===== config.mk =====
export PLATFORM = sky130hd
export DESIGN_NAME = offline_failsafe_valve_cycler
export DESIGN_NICKNAME = d
export VERILOG_FILES = /design/src/rtl/core/ofvc_pkg.sv /design/src/rtl/core/offline_failsafe_valve_cycler.sv
export VERILOG_INCLUDE_DIRS = /design/src /design/src/rtl/core
export SDC_FILE = /design/constraint.sdc
export NUM_CORES = 1
export LEC_CHECK = 0
export ABC_AREA = 0
export BUFFER_PORTS_ARGS = -buffer_cell sky130_fd_sc_hd__clkbuf_2
export CAP_MARGIN = 40
export CORE_MARGIN = 2
export CORE_UTILIZATION = 40
export CTS_CLUSTER_DIAMETER = 100
export CTS_CLUSTER_SIZE = 25
export DETAILED_ROUTE_END_ITERATION = 10
export RECOVER_POWER = 25
export SYNTH_ARGS = -nofsm -noshare
export SYNTH_HDL_FRONTEND = slang
export SYNTH_SLANG_ARGS = --single-unit

===== constraint.sdc =====
create_clock -name i_clk -period 9.67 [get_ports i_clk]
set_input_delay 0.4835 -clock i_clk [delete_from_list [all_inputs] [get_ports i_clk]]
set_output_delay 0.4835 -clock i_clk [all_outputs]
set_load 0.05 [all_outputs]

===== src/rtl/core/offline_failsafe_valve_cycler_macros.svh =====
// Assertion macros shared by the valve cycler RTL.
// Setting ASSERT_OFF turns every check into nothing.
`ifndef OFFLINE_FAILSAFE_VALVE_CYCLER_MACROS_SVH
`define OFFLINE_FAILSAFE_VALVE_CYCLER_MACROS_SVH

`ifndef ASSERT_OFF
// Same-cycle implication, checked outside reset.
`define OFVC_ASSERT_IMP(label, clk, rst_n, ante, cons) \
    label: assert property (@(posedge clk) disable iff (!rst_n) (ante) |-> (cons)) \
        else $error("valve cycler check failed");
// Next-cycle implication, checked outside reset.
`define OFVC_ASSERT_NXT(label, clk, rst_n, ante, cons) \
    label: assert property (@(posedge clk) disable iff (!rst_n) (ante) |=> (cons)) \
        else $error("valve cycler check failed");
`else
`define OFVC_ASSERT_IMP(label, clk, rst_n, ante, cons)
`define OFVC_ASSERT_NXT(label, clk, rst_n, ante, cons)
`endif

`endif


===== src/rtl/core/ofvc_pkg.sv =====
package ofvc_pkg;

    localparam int unsigned COIL_W   = 3;
    localparam int unsigned TIME_W   = 32;
    localparam int unsigned SECS_W   = 16;
    localparam int unsigned MS_PER_SECOND = 1000;
    // 65535 s in milliseconds fits in 26 bits.
    localparam int unsigned PHASE_MS_W = 26;

    localparam int unsigned CFG_IDX_W  = 3;
    localparam int unsigned CFG_DATA_W = 32;

    // Register indexes on the configuration port.
    localparam logic [CFG_IDX_W-1:0] REG_REPLAY_ENABLE      = 3'd0;
    localparam logic [CFG_IDX_W-1:0] REG_SPRAY_SECONDS      = 3'd1;
    localparam logic [CFG_IDX_W-1:0] REG_STOP_SECONDS       = 3'd2;
    localparam logic [CFG_IDX_W-1:0] REG_BYPASS_ACTIVE      = 3'd3;
    localparam logic [CFG_IDX_W-1:0] REG_OFFLINE_CONFIRM_MS = 3'd4;
    localparam logic [CFG_IDX_W-1:0] REG_MAIN_VALVE_COIL    = 3'd5;
    localparam logic [CFG_IDX_W-1:0] REG_FOG_VALVE_COIL     = 3'd6;
    localparam logic [CFG_IDX_W-1:0] REG_BYPASS_VALVE_COIL  = 3'd7;

    // Register reset values.
    localparam logic [TIME_W-1:0] RST_OFFLINE_CONFIRM_MS = 32'd30000;
    localparam logic [COIL_W-1:0] RST_MAIN_VALVE_COIL    = 3'd0;
    localparam logic [COIL_W-1:0] RST_FOG_VALVE_COIL     = 3'd1;
    localparam logic [COIL_W-1:0] RST_BYPASS_VALVE_COIL  = 3'd2;

    // Input item kinds carried in tuser.
    localparam logic OP_LINK_UPDATE = 1'b0;
    localparam logic OP_SERVER_CMD  = 1'b1;

    // Stream widths.
    localparam int unsigned S_TDATA_W = 40;  // 37 bits of fields padded to bytes
    localparam int unsigned M_TDATA_W = 8;   // 4 bits of fields padded to bytes

    typedef struct packed {
        logic [COIL_W-1:0] coil_index;
        logic              coil_on;
        logic              last;
    } t_result;

endpackage


===== src/rtl/core/offline_failsafe_valve_cycler.sv =====
// Results are written into a registered queue and offered on the master side from its head.
// Throughput: one input item per cycle while each item yields at most one result and
// the master side takes them; an offline confirmation yields two results, both queued.
// Reset (i_rst_n low, synchronous): link assumed up, no countdown, replay stopped,
// registers at their reset values and the result queue empty.
`include "offline_failsafe_valve_cycler_macros.svh"

module offline_failsafe_valve_cycler
    import ofvc_pkg::*;
(
    input  logic                   i_clk,
    input  logic                   i_rst_n,

    // Configuration write port.
    input  logic                   i_cfg_we,
    input  logic [CFG_IDX_W-1:0]   i_cfg_index,
    input  logic [CFG_DATA_W-1:0]  i_cfg_wdata,

    // Input items.
    input  logic                   i_s_axis_tvalid,
    output logic                   o_s_axis_tready,
    // Fields from bit 0: link_up[0], now_ms[32:1], cmd_coil[35:33], cmd_on[36], zeros.
    input  logic [S_TDATA_W-1:0]   i_s_axis_tdata,
    // Fields from bit 0: operation[0].
    input  logic                   i_s_axis_tuser,

    // Valve commands.
    output logic                   o_m_axis_tvalid,
    input  logic                   i_m_axis_tready,
    // Fields from bit 0: coil_index[2:0], coil_on[3], zeros.
    output logic [M_TDATA_W-1:0]   o_m_axis_tdata,
    output logic                   o_m_axis_tlast
);

    // ------------------------------------------------------------------
    // Configuration registers. The phase lengths are held in milliseconds,
    // converted once when they are written, so that the item path only
    // subtracts and compares. A zero length in seconds is zero in ms too.
    // ------------------------------------------------------------------
    logic                  r_replay_enable;
    logic [PHASE_MS_W-1:0] r_spray_ms;
    logic [PHASE_MS_W-1:0] r_stop_ms;
    logic                  r_bypass_active;
    logic [TIME_W-1:0]     r_confirm_ms;
    logic [COIL_W-1:0]     r_main_coil;
    logic [COIL_W-1:0]     r_fog_coil;
    logic [COIL_W-1:0]     r_bypass_coil;
    logic [PHASE_MS_W-1:0] n_cfg_ms;

    assign n_cfg_ms = PHASE_MS_W'(i_cfg_wdata[SECS_W-1:0]) * PHASE_MS_W'(MS_PER_SECOND);

    always_ff @(posedge i_clk) begin
        if (!i_rst_n) begin
            r_replay_enable <= 1'b0;
            r_spray_ms      <= '0;
            r_stop_ms       <= '0;
            r_bypass_active <= 1'b0;
            r_confirm_ms    <= RST_OFFLINE_CONFIRM_MS;
            r_main_coil     <= RST_MAIN_VALVE_COIL;
            r_fog_coil      <= RST_FOG_VALVE_COIL;
            r_bypass_coil   <= RST_BYPASS_VALVE_COIL;
        end else if (i_cfg_we) begin
            case (i_cfg_index)
                REG_REPLAY_ENABLE:      r_replay_enable <= i_cfg_wdata[0];
                REG_SPRAY_SECONDS:      r_spray_ms      <= n_cfg_ms;
                REG_STOP_SECONDS:       r_stop_ms       <= n_cfg_ms;
                REG_BYPASS_ACTIVE:      r_bypass_active <= i_cfg_wdata[0];
                REG_OFFLINE_CONFIRM_MS: r_confirm_ms    <= i_cfg_wdata[TIME_W-1:0];
                REG_MAIN_VALVE_COIL:    r_main_coil     <= i_cfg_wdata[COIL_W-1:0];
                REG_FOG_VALVE_COIL:     r_fog_coil      <= i_cfg_wdata[COIL_W-1:0];
                REG_BYPASS_VALVE_COIL:  r_bypass_coil   <= i_cfg_wdata[COIL_W-1:0];
                default: ;
            endcase
        end
    end

    // ------------------------------------------------------------------
    // Input field unpacking.
    // ------------------------------------------------------------------
    logic              in_op;
    logic              in_link_up;
    logic [TIME_W-1:0] in_now;
    logic [COIL_W-1:0] in_cmd_coil;
    logic              in_cmd_on;

    assign in_op       = i_s_axis_tuser;
    assign in_link_up  = i_s_axis_tdata[0];
    assign in_now      = i_s_axis_tdata[32:1];
    assign in_cmd_coil = i_s_axis_tdata[35:33];
    assign in_cmd_on   = i_s_axis_tdata[36];

    // ------------------------------------------------------------------
    // Link and replay state.
    // ------------------------------------------------------------------
    logic              r_prev_link_up;
    logic [TIME_W-1:0] r_disconnect_start;
    logic              r_offline_confirmed;
    logic              r_replay_running;
    logic              r_replay_open;
    logic [TIME_W-1:0] r_phase_start;

    logic              n_prev_link_up;
    logic [TIME_W-1:0] n_disconnect_start;
    logic              n_offline_confirmed;
    logic              n_replay_running;
    logic              n_replay_open;
    logic [TIME_W-1:0] n_phase_start;

    // Results produced by the item at the port, and how many of them.
    t_result           res0;
    t_result           res1;
    logic [1:0]        res_n;

    logic              s_xfer;
    logic [TIME_W-1:0] ds_eff;
    logic [TIME_W-1:0] down_ms;
    logic              confirm_now;
    logic [COIL_W-1:0] target_coil;
    logic [TIME_W-1:0] phase_elapsed;
    logic [TIME_W-1:0] phase_limit;
    logic              phase_due;

    assign s_xfer      = i_s_axis_tvalid && o_s_axis_tready;
    assign target_coil = r_bypass_active ? r_bypass_coil : r_main_coil;

    // A fresh outage stamps its start with the current time. A start stamped
    // at zero means no countdown, so such an outage is never confirmed.
    assign ds_eff      = r_prev_link_up ? in_now : r_disconnect_start;
    assign down_ms     = in_now - ds_eff;
    assign confirm_now = !r_offline_confirmed && (ds_eff != '0) && (down_ms >= r_confirm_ms);

    // Phase timing uses the state left by earlier items. On the item that
    // confirms offline a new replay starts closed, timed from that item, and
    // the confirmation takes priority, so no phase change can fall on that item.
    assign phase_elapsed = in_now - r_phase_start;
    assign phase_limit   = TIME_W'(r_replay_open ? r_spray_ms : r_stop_ms);
    assign phase_due     = r_replay_running && (r_spray_ms != '0) && (r_stop_ms != '0) &&
                           (phase_elapsed >= phase_limit);

    always_comb begin
        n_prev_link_up      = r_prev_link_up;
        n_disconnect_start  = r_disconnect_start;
        n_offline_confirmed = r_offline_confirmed;
        n_replay_running    = r_replay_running;
        n_replay_open       = r_replay_open;
        n_phase_start       = r_phase_start;
        res0                = '0;
        res1                = '0;
        res_n               = 2'd0;

        if (in_op == OP_SERVER_CMD) begin
            // A server command is forwarded as it is and halts the replay.
            n_replay_running = 1'b0;
            res0             = '{coil_index: in_cmd_coil, coil_on: in_cmd_on, last: 1'b1};
            res_n            = 2'd1;
        end else if (in_link_up) begin
            if (!r_prev_link_up) begin
                n_replay_running = 1'b0;
            end
            n_disconnect_start  = '0;
            n_offline_confirmed = 1'b0;
            n_prev_link_up      = 1'b1;
        end else begin
            n_disconnect_start = ds_eff;
            n_prev_link_up     = 1'b0;
            if (confirm_now) begin
                // Fogging valve shut first, then, if replay is enabled, the replay target closed.
                n_offline_confirmed = 1'b1;
                res0 = '{coil_index: r_fog_coil, coil_on: 1'b0, last: !r_replay_enable};
                if (r_replay_enable) begin
                    n_replay_running = 1'b1;
                    n_replay_open    = 1'b0;
                    n_phase_start    = in_now;
                    res1  = '{coil_index: target_coil, coil_on: 1'b0, last: 1'b1};
                    res_n = 2'd2;
                end else begin
                    n_replay_running = 1'b0;
                    res_n            = 2'd1;
                end
            end else if (phase_due) begin
                n_replay_open = !r_replay_open;
                n_phase_start = in_now;
                res0  = '{coil_index: target_coil, coil_on: !r_replay_open, last: 1'b1};
                res_n = 2'd1;
            end
        end
    end

    always_ff @(posedge i_clk) begin
        if (!i_rst_n) begin
            r_prev_link_up      <= 1'b1;
            r_disconnect_start  <= '0;
            r_offline_confirmed <= 1'b0;
            r_replay_running    <= 1'b0;
            r_replay_open       <= 1'b0;
            r_phase_start       <= '0;
        end else if (s_xfer) begin
            r_prev_link_up      <= n_prev_link_up;
            r_disconnect_start  <= n_disconnect_start;
            r_offline_confirmed <= n_offline_confirmed;
            r_replay_running    <= n_replay_running;
            r_replay_open       <= n_replay_open;
            r_phase_start       <= n_phase_start;
        end
    end

    // ------------------------------------------------------------------
    // Result queue. Four entries, head at entry zero. An input transfer is
    // taken while at most one result waits, so both results of a
    // confirmation always fit, and the master side never throttles the
    // slave side combinationally.
    // ------------------------------------------------------------------
    logic [2:0] r_cnt;
    logic [2:0] n_cnt;
    t_result    r_q [4];
    t_result    n_q [4];
    logic       m_xfer;
    logic [1:0] wr_idx;

    assign o_s_axis_tready = (r_cnt <= 3'd1);
    assign o_m_axis_tvalid = (r_cnt != 3'd0);
    assign m_xfer          = o_m_axis_tvalid && i_m_axis_tready;
    assign o_m_axis_tdata  = M_TDATA_W'({r_q[0].coil_on, r_q[0].coil_index});
    assign o_m_axis_tlast  = r_q[0].last;

    always_comb begin
        n_q    = r_q;
        n_cnt  = r_cnt;
        wr_idx = 2'd0;
        if (m_xfer) begin
            n_q[0] = r_q[1];
            n_q[1] = r_q[2];
            n_q[2] = r_q[3];
            n_cnt  = r_cnt - 3'd1;
        end
        if (s_xfer) begin
            wr_idx = n_cnt[1:0];
            if (res_n != 2'd0) begin
                n_q[wr_idx] = res0;
            end
            if (res_n == 2'd2) begin
                n_q[wr_idx + 2'd1] = res1;
            end
            n_cnt = n_cnt + 3'(res_n);
        end
    end

    always_ff @(posedge i_clk) begin
        if (!i_rst_n) begin
            r_cnt <= '0;
        end else begin
            r_cnt <= n_cnt;
        end
    end

    always_ff @(posedge i_clk) begin
        r_q <= n_q;
    end

    // ------------------------------------------------------------------
    // Checks.
    // ------------------------------------------------------------------
    `OFVC_ASSERT_IMP(a_cnt_bound, i_clk, i_rst_n, 1'b1, r_cnt <= 3'd3)
    `OFVC_ASSERT_NXT(a_cmd_gives_result, i_clk, i_rst_n,
        s_xfer && (in_op == OP_SERVER_CMD), o_m_axis_tvalid)
    `OFVC_ASSERT_IMP(a_confirm_queues_fog, i_clk, i_rst_n,
        $rose(r_offline_confirmed), o_m_axis_tvalid)
    `OFVC_ASSERT_NXT(a_cmd_stops_replay, i_clk, i_rst_n,
        s_xfer && (in_op == OP_SERVER_CMD), !r_replay_running)
    `OFVC_ASSERT_IMP(a_pair_fits, i_clk, i_rst_n,
        s_xfer && (res_n == 2'd2), n_cnt <= 3'd3)

endmodule

==> flow_metrics.env <==
export IMPL_diodes=0
export IMPL_fin_crit_ps=7770
export IMPL_die_x_um=200
export IMPL_syn_avg_cell_area_um2=8.48
export IMPL_hold_class="input port to flip-flop"
export IMPL_netlist_instances=1817
export IMPL_synth_flop_cell="dfxtp_1"
export IMPL_end_kind="flip-flop"
export IMPL_maxClockFrequency_mhz=129
export IMPL_grt_pass1_wl_mm=65.5
export IMPL_numCtsBuffers=17
export IMPL_setup_viol=0
export IMPL_drt_pass1_iter_count=5
export IMPL_port_buffer_count=84
export IMPL_cts_sinks=180
export IMPL_clock_latency_ps=440
export IMPL_yosysWarningCount=0
export IMPL_track_usage_pct=19.9
export IMPL_cap_viol_max_count=4
export IMPL_drive_gt1_share_pct=7.87
export IMPL_p_seq_share_pct=25.2
export IMPL_syn_area_um2=15400
export IMPL_ys_types=84
export IMPL_powerDensity_nw_per_um2=215
export IMPL_htree_levels=4
export IMPL_clkSlewWorstSetupHoldPaths_ps=70
export IMPL_grt_max_degree=72
export IMPL_combPwrFrac_pct=56.2
export IMPL_worstPathRequired_ps=9990
export IMPL_die_area_um2=40100
export IMPL_wire_per_inst_um=16.8
export IMPL_syn_to_final_growth_pct=8.89
export IMPL_finalHoldViolCount=0
export IMPL_drc_errors=0
export IMPL_ctsResizeCount=0
export IMPL_maxSlewHeadroom_pct=-68.8
export IMPL_seq_area_frac_synth_pct=23.7
export IMPL_dieHeight_um=200
export IMPL_wl_mm=39.9
export IMPL_irDropWorstVdd_mv=0.117
export IMPL_cp_arrival_ps=8090
export IMPL_antenna_found_initial=0
export IMPL_rows=71
export IMPL_worst_pin_slew_ps=2530
export IMPL_start_kind="flip-flop"
export IMPL_boundaryPins=92
export IMPL_layout_setup_ws_ps=1900
export IMPL_finalHoldWorstSlack_ps=272
export IMPL_synth_edff_count=5
export IMPL_p_leak_nw=6.81
export IMPL_path_class="flip-flop to flip-flop"
export IMPL_pwr_share_clk_pct=18.6
export IMPL_fill_cells=3753
export IMPL_intPower_mw=2.04
export IMPL_post_place_ws_ps=2160
export IMPL_violations="capacitance limit, slew limit"
export IMPL_finish_utilization_pct=44.3
export IMPL_cts_root_buffer="clkbuf_16"
export IMPL_synth_seq_cells=180
export IMPL_power_switching_mw=1.57
export IMPL_instances_no_fill=2380
export IMPL_cts_tree="built"
export IMPL_path_max_fanout=20
export IMPL_hpwlAfterDp_mm=31.1
export IMPL_swShare_pct=43.6
export IMPL_coreArea_um2=37800
export IMPL_nets=2169
export IMPL_holdBufCountCts=0
export IMPL_overflow=0
export IMPL_gp_congestion=0.864
export IMPL_initial_core_util_pct=40.7
export IMPL_post_cts_buffers=0
export IMPL_finClkSkew_ps=19.6
export IMPL_fin_setup_tns_ps=0
export IMPL_final_max_slew_violation_count=203
export IMPL_antenna_left=0
export IMPL_vias=13000
export IMPL_status="finished with violations"
export IMPL_grt_setup_unrepaired="no"
export IMPL_drt_iter0_markers=983
export IMPL_viasPerCell=5.44
export IMPL_grt_pass1_vias=12600
export IMPL_placed_cells=2348
export IMPL_fin_crit_sh_pct=80.3
export IMPL_clockBufferDepth=2
export IMPL_async_flop_share_pct=0
[critical path, cell delays in order (launching register included)]
cell	delay (ps)
dfxtp_2	700
mux2_2	280
ha_1	160
inv_1	50
fa_1	390
a21o_1	200
a2111oi_0	550
o2111ai_1	190
nand3_1	110
a21boi_0	190
o31ai_1	450
a31oi_1	250
a21o_1	230
a21oi_1	200
xnor2_1	150
ha_1	260
o21a_1	110
o21a_1	150
o21ai_0	370
o21ai_0	250
o21ai_2	510
nand3b_1	160
a31oi_1	580
a211o_1	280
ha_1	190
fa_1	420
o211a_1	230
[synthesized netlist by cell type (9+ instances only)]
cell type    n  area share (%)
a211oi_1    13            0.63
a21boi_0    59             2.9
a21o_1      31             1.5
a21oi_1    121             3.9
a31oi_1     19            0.77
and2_1      10            0.41
clkbuf_1    59             1.4
dfxtp_1    175              23
fa_1        57             7.4
ha_1       175              14
inv_1      102             2.5
mux2i_1    111             7.2
nand2_1    209             5.1
nand2b_1    23            0.93
nand3_1     35             1.1
nand4_1     18            0.73
nor2_1      87             2.1
nor2b_1     90             3.7
nor3_1      64             2.1
nor4_1      24            0.97
o211ai_1    17            0.83
o21a_1      22             1.1
o21ai_0     55             1.8
o21ai_1      9            0.29
xnor2_1     47             2.7
xor2_1      23             1.3
[cell usage in the layout, fill, tap and decap left out, types with 10 or more instances in the layout]
master	n
dfxtp_1	174
clkbuf_1	12
a21o_1	31
o21ai_0	55
xor2_1	23
nor4_1	24
and2_1	10
fa_1	57
a21boi_0	59
nor3_1	64
nand3_1	35
o211ai_1	17
mux2i_1	111
clkbuf_2	77
nand4_1	18
o21a_1	22
a31oi_1	19
nand2b_1	22
ha_1	175
xnor2_1	47
inv_1	102
nor2b_1	90
a211oi_1	13
clkbuf_16	17
nor2_1	87
nand2_1	209
a21oi_1	121
[metal layers]
metal  global-route usage [%]  wire (um)  vias up
li1                         -          -     6529
met3                     2.02       1160       49
met1                     27.3      19500     6118
met2                     32.6      18200      256
met5                        0          0        -
met4                     6.93       1090        0
[stage by stage]
| step | total power, mW | area (um^2) |
|---|---|---|
| after floorplan | 2.49 | 15400 |
| after global placement | 2.89 | 16200 |
| after detailed placement | 2.95 | 16300 |
| after CTS | 3.64 | 16800 |
| after global routing | 3.94 | 16800 |
| final | 3.61 | 16800 |
[kinds of logic (layout without fill, tap and decap cells)]
logic type / Yosys count / after routing / synth area share [%]
and+or+nand+nor: 598 / 598 / 19.0
AOI/OAI and AO/OA: 431 / 431 / 18.8
adders and majority gates: 232 / 232 / 21.6
buffers and inverters: 184 / 233 / 4.95
DFF: 180 / 180 / 23.7
muxes: 121 / 121 / 7.94
xor gates and xnor gates: 70 / 70 / 3.98
other: 1 / 4 / 0.0243
[flip-flops by register name, indices dropped and copies added, names as in the netlist, 3 cells and up]
| name | cells |
|---|---|
| o_m_axis_tdata | 4 |
| r_bypass_coil | 3 |
| r_cnt | 3 |
| r_confirm_ms | 32 |
| r_disconnect_start | 32 |
| r_fog_coil | 3 |
| r_main_coil | 3 |
| r_phase_start | 32 |
| r_q | 15 |
| r_spray_ms | 23 |
| r_stop_ms | 23 |
[area by class of cell]
cell class / count / area [um^2] / share of cell area (%)
clock inverter: 9 / 68.8 / 0.410
clock buffer: 23 / 488 / 2.91
timing repair buffer: 97 / 531 / 3.16
tap: 511 / 639 / 3.81
sequential: 180 / 3650 / 21.8
inverter: 104 / 390 / 2.33
multi-input combinational: 1456 / 11000 / 65.6
[path summary, 6_finish.rpt]
path	slack (ps)	to	start	depth (start not counted)
hold / removal	270	r_confirm_ms[17]$_SDFFE_PN0P_	i_cfg_wdata[17]	3
setup reg to reg	1900	r_cnt[1]$_SDFF_PN0_	r_prev_link_up$_SDFFE_PN1P_	26
hold reg to reg	470	r_confirm_ms[22]$_SDFFE_PN0P_	r_confirm_ms[22]$_SDFFE_PN0P_	2
setup / recovery	1900	r_cnt[1]$_SDFF_PN0_	r_prev_link_up$_SDFFE_PN1P_	26
[power groups by stage]
stage                     Clock (mW)  Sequential (mW)  Combinational, mW
after floorplan                    0            0.905               1.59
after detailed placement           0            0.927               2.02
after CTS                      0.689            0.910               2.04
after global placement             0            0.923               1.97
final                          0.671            0.910               2.03
after global routing           0.718            0.923               2.29
No activity file was read; power rests on OpenSTA's default activity.
